## config.mk

```make
export PLATFORM = sky130hd
export DESIGN_NAME = tmbt_mul
export DESIGN_NICKNAME = d
export VERILOG_FILES = /design/src/hw/rtl/tmbt_pkg.sv /design/src/hw/rtl/tmbt_mul.sv
export SDC_FILE = /design/constraint.sdc
export NUM_CORES = 2
export LEC_CHECK = 0
export BUFFER_PORTS_ARGS = -buffer_cell sky130_fd_sc_hd__buf_2
export CORE_ASPECT_RATIO = 0.8
export CORE_UTILIZATION = 65
export DETAILED_ROUTE_END_ITERATION = 7
export PLACE_DENSITY_LB_ADDON = 0.12
export SLEW_MARGIN = 15
export SYNTH_ARGS = -nofsm -noshare
export SYNTH_HDL_FRONTEND = slang
export SYNTH_SLANG_ARGS = --single-unit
```

## constraint.sdc

```tcl
create_clock -name clk -period 8.6 [get_ports clk]
set_input_delay 0.43 -clock clk [delete_from_list [all_inputs] [get_ports clk]]
set_output_delay 0.43 -clock clk [all_outputs]
set_load 0.02 [all_outputs]
```

## src/hw/rtl/tmbt_pkg.sv

```systemverilog
// ----------------------------------------------------------------------------
// Tiny MLP trainer package
// Shared widths, types, action codes and fixed-point helper functions.
// ----------------------------------------------------------------------------
package tmbt_pkg;

  localparam int H        = 3;
  localparam int F        = 16;
  localparam int NW       = H * (H + 2);
  localparam int OUT_BASE = H + H * H;
  localparam int ACCW     = 48;
  localparam int SUMW     = 52;
  localparam int ESW      = 47;
  localparam int MOPW     = 33;
  localparam int PRODW    = 2 * MOPW;

  typedef logic signed [31:0]       q_t;
  typedef logic signed [ACCW-1:0]   acc_t;
  typedef logic signed [SUMW-1:0]   sum_t;
  typedef logic signed [MOPW-1:0]   mop_t;
  typedef logic signed [PRODW-1:0]  prod_t;
  typedef logic [3:0]               widx_t;
  typedef logic [1:0]               act_t;

  localparam act_t ACT_TRAIN  = 2'd0;
  localparam act_t ACT_EVAL   = 2'd1;
  localparam act_t ACT_UPDATE = 2'd2;
  localparam act_t ACT_LOAD   = 2'd3;

  localparam logic CFG_RATE = 1'b0;
  localparam logic CFG_BIAS = 1'b1;

  // Multiplier request from the sequencer to the shared unit.
  typedef struct packed {
    logic en;
    mop_t a;
    mop_t b;
  } mul_req_t;

  // Clamp a wide sum to signed 32 bits.
  function automatic q_t sat32(input sum_t v);
    if (v > sum_t'(32'sh7fffffff)) begin
      return 32'sh7fffffff;
    end else if (v < -sum_t'(33'sh080000000)) begin
      return 32'sh80000000;
    end else begin
      return v[31:0];
    end
  endfunction

  // Saturating add of a product term to a gradient sum.
  function automatic acc_t acc_add(input acc_t a, input sum_t p);
    sum_t s;
    sum_t amax;
    s    = sum_t'(a) + p;
    amax = sum_t'({1'b0, {(ACCW-1){1'b1}}});
    if (s > amax) begin
      return {1'b0, {(ACCW-1){1'b1}}};
    end else if (s < -amax - sum_t'(1)) begin
      return {1'b1, {(ACCW-1){1'b0}}};
    end else begin
      return s[ACCW-1:0];
    end
  endfunction

  // Flat index of hidden weight (k, j).
  function automatic widx_t hid_idx(input logic [1:0] k, input logic [1:0] j);
    return widx_t'(H + H * int'(k) + int'(j));
  endfunction

endpackage

```

## src/hw/rtl/tmbt_mul.sv

```systemverilog
// ----------------------------------------------------------------------------
// Shared multiplier
// One registered 33x33 signed multiplier used by every step of the sequencer.
// ----------------------------------------------------------------------------
module tmbt_mul (
  input  logic              clk,
  input  tmbt_pkg::mul_req_t req,
  output tmbt_pkg::prod_t   prod
);
  import tmbt_pkg::*;

  prod_t prod_r;

  // Product is registered, so that the logic that uses it starts from a register.
  always_ff @(posedge clk) begin
    if (req.en) begin
      prod_r <= req.a * req.b;
    end
  end

  assign prod = prod_r;

endmodule
```

Word level (Yosys, flattened, before mapping)
Cells that the tools add are included.

Register bits after elaboration: 66. Bits in latches: 0. Memory bits (writable): 0. Bits in read-only memories: 0. Input bits: 68. Output and inout port bits: 66. Logic and storage cells: 2. Memories kept: 0.

Add/sub/neg operators: 0. Multiply operators: 1. Div/mod/pow operators: 0. Order comparisons: 0. Equal/unequal tests: 0. Shift-type cells: 0. Mux-type cells: 0. Bitwise logic cells: 0. Reduce and logical (&&, ||, !) cells: 0.

Operators with widths (number): $mul 33x33->66 (1).

Longest topological paths before layout
Depth in word-level cells: 1. Depth in mapped cells: 27. Gate-level depth less buffers: 26.

Worst setup path after synthesis
No wires, ideal clock.

Path type: input-to-reg. Start: input req[65] (netlist bit). End: register prod_r[62], in the netlist prod[62] (data pin). Data arrival time: 7.526 ns. Slack: 0.805 ns. Stages on the path: 23. Buffers on the path: 2. Cells stage by stage: clkbuf_1 nand2_1 inv_1 fa_1 fa_1 fa_1 fa_1 fa_1 fa_1 fa_1 inv_1 fa_1 inv_1 ha_1 clkbuf_1 and3_1 nand3_1 nand2b_1 a2111oi_4 a211oi_4 a21o_2 a211oi_2 a211oi_2.

Word-level cells in the longest chain between the ends: 1.

RTL lines: start, declared (line tmbt_mul.sv:7) `input tmbt_pkg::mul_req_t req,`; $mul 33x33->66 (line tmbt_mul.sv:17) `prod_r <= req.a * req.b;`; end signal, assigned (line tmbt_mul.sv:17); end, declared (line tmbt_mul.sv:12) `prod_t prod_r;`.

Every way passes these cells. A chain may end at the register's enable or synchronous reset.

Final worst setup path
Start: input req[9] (netlist bit). End: register prod_r[58], in the netlist prod[58] (data pin).

The elaborated chain is that of the path after synthesis.

==> run_results.csv <==
group,metric,value,unit
cells_and_area,fin_nets,5791,
yosys,synth-edff-count,66,
cells_and_area,synthToLayoutAreaGrowth,4.70,%
yosys,synth_cells,4338,
status,violations,"DRC",
floorplan,ios,134,
routing,drt_iter0_drc,2507,
global_routing,grt_pass1_vias,31450,
yosys,synth.distinct_cells,80,
timing,rsz0062_at_grt,"no",
floorplan,fp.dieW,284,um
timing,finalSetupViolCount,0,
cts,ctsResizeCount,0,
global_routing,grt_pass1_wl,183,mm
global_routing,grt_use_met3,16.1,%
cts,cts_max_path_buffers,2,
yosys,yosysTopAreaCellShare,55.4,%
yosys,syn_avg_cell_area,9.54,um^2
routing,postRouteAntennaNets,0,
global_routing,busiest_layer,"met1",
timing,maxSlewViolCount,0,
global_routing,met1_usage,58.0,%
global_routing,antenna_found_initial,7,
timing,layout_worst_path_cycle_share,92.4,%
worst_setup_path,cp-end-kind,"flip-flop",
floorplan,num_rows,82,
global_routing,grt_start_max_net_pins,67,
yosys,synth_nets,5768,
timing,period_minus_slack,7.95,ns
cts,htree_levels,3,
floorplan,die_h,228,um
worst_setup_path,worstSetupStartpointType,"input pin",
routing,routed_wl,112,mm
cells_and_area,largest_reg_flops,66,
global_routing,track_usage,37.3,%
cells_and_area,final_core_util,69.0,%
cts,tritoncts,"built",
routing,dr_total_vias,29183,
worst_setup_path,critical_path_required,8.68,ns
hold_path,hold_path_class,"in -> reg",
floorplan,core_area,0.0628,mm^2
cts,cts_buffers,9,
worst_setup_path,cp.arrival,8.03,ns
cells_and_area,drive_gt1_share,6.51,%
yosys,synth-seq-area-share,4.79,%
floorplan,die_area,0.0647,mm^2
timing,finalSetupTns,0,ns
floorplan,start_util,65.9,%
timing,fmaxAchievable,126,MHz
timing,max-slew-margin-rel,38.2,%
routing,first_pass_iters,8,
place,hpwl,94.2,mm
cts,clock-root-buffer,"clkbuf_16",
routing,viasPerCell,5.60,
yosys,synth.top_cells.by_area,"fa_1, inv_1, and2_1",
yosys,async_flop_share,0,%
routing,drc,2,
yosys,syn_area,0.0414,mm^2
yosys,yosys_warnings,0,
flow_run,drv_cap,0,
worst_setup_path,crit_type,"in -> reg",
yosys,synth_seq_cells,66,
status,status,"finished, violations left",
hold_path,holdPathStages,2,
routing,wire_per_inst,21.5,um
place,port_buffers,133,
cts,hold_buffers,0,
yosys,synth_top_area_cell,"fa_1",
timing,worstMarginPinSlew,0.927,ns
place,routabilityCongestion,0.951,
worst_setup_path,cp_max_fo,22,
cts,cts_sinks,66,
cts,path_clk_slew,0.06,ns
yosys,synth_ff_type,"edfxtp_1",
cts,post-cts-setup-buffer-count,0,
timing,hold_viol,0,
global_routing,grt_overflow_total,0,
global_routing,use_met2,48.6,%
[metrics by stage]
step / setup WS [ns] / hold slack [ns] / instances / cell area [um^2]
2_1_floorplan: 0.805 / 0.542 / 4338 / 41400
3_3_place_gp: 0.461 / 0.872 / 5190 / 43000
3_5_place_dp: 0.440 / 0.871 / 5190 / 43000
4_1_cts: 0.754 / 0.830 / 5205 / 43300
5_1_grt: 0.346 / 0.856 / 5207 / 43300
6_report: 0.654 / 0.793 / 5209 / 43300
[Yosys cell counts, types with 3 or more instances]
master and number:
o31ai_4 3, o211ai_1 4, o21ai_1 6, a211o_1 6
nand4_1 11, o21a_1 6, a21oi_2 3, a21oi_1 57
nor2b_1 5, xor2_1 25, nor2_1 68, a211oi_2 3
o21ai_0 25, nand3_1 25, clkbuf_1 208, and3_1 5
nand2_1 551, a211oi_1 7, xnor2_1 43, and2_1 562
and4_1 5, or3_1 3, o21bai_1 11, buf_2 11
ha_1 217, fa_1 1145, edfxtp_1 66, or2_2 3
inv_1 1131, nand2b_1 12, nor3_1 7, a31oi_1 8
a21o_1 36
[area by class of cell]
class / instances / area [um^2]
Tap cell: 840 / 1050
Sequential cell: 66 / 1980
Fill cell: 4986 / 19400
Clock buffer: 9 / 225
Timing Repair Buffer: 233 / 1430
Antenna cell: 4 / 10.0
Inverter: 1131 / 4250
Clock inverter: 6 / 82.6
Multi-Input combinational cell: 2920 / 34300
[critical path, stage by stage]
cell,delay [ns]
buf_2,0.54
nand2_1,0.17
fa_1,0.55
fa_1,0.54
fa_1,0.55
inv_1,0.05
fa_1,0.48
fa_1,0.59
fa_1,0.43
fa_1,0.52
inv_1,0.06
fa_1,0.63
inv_1,0.09
ha_1,0.39
a21oi_1,0.34
o21ai_1,0.16
a311o_1,0.32
a31o_1,0.27
a211oi_4,0.33
a21oi_2,0.14
nor4b_2,0.29
a311oi_1,0.09
[path summary, 6_finish.rpt]
check / startpoint / slack [ns] / to
min: req[66] / 0.79 / prod[60]
max: req[9] / 0.65 / prod[58]
[layer usage]
metal,vias to the layer above,part of all wire (%)
met5,-,0.029
met4,6,1.8
met3,137,16
met2,1673,39
met1,14928,43
li1,12439,-
[cell families after synthesis]
| logic type | after synthesis | synth area share (%) |
|---|---|---|
| buffers and inverters | 1352 | 12.3 |
| AND/OR/NAND/NOR | 1271 | 15.5 |
| flip-flops | 66 | 4.79 |
| AO/OA/AOI/OAI | 219 | 4.00 |
| XOR/XNOR | 68 | 1.44 |
| adder cells (fa/ha/maj) | 1362 | 61.9 |
[cell usage in the layout, fill, tap and decap left out, types with 4 or more instances in the layout]
cell type and count:
and3_1 5, nand2b_1 12, clkbuf_16 9, o211ai_1 4, nand3_1 25, a211o_1 6
o21bai_1 11, nor3_1 7, o21ai_1 6, xor2_1 25, and4_1 5, and2_1 562
edfxtp_1 66, xnor2_1 43, a211oi_1 7, a21oi_1 57, o21a_1 6, nand4_1 11
nor2_1 68, nor2b_1 5, buf_4 99, nand2_1 551, a31oi_1 8, diode_2 4
inv_1 1131, buf_2 133, a21o_1 36, fa_1 1145, ha_1 217, o21ai_0 25
Power is left out: the tool's default activity adds up to more than one toggle a clock period on the data nets, which glitch-free logic cannot reach.
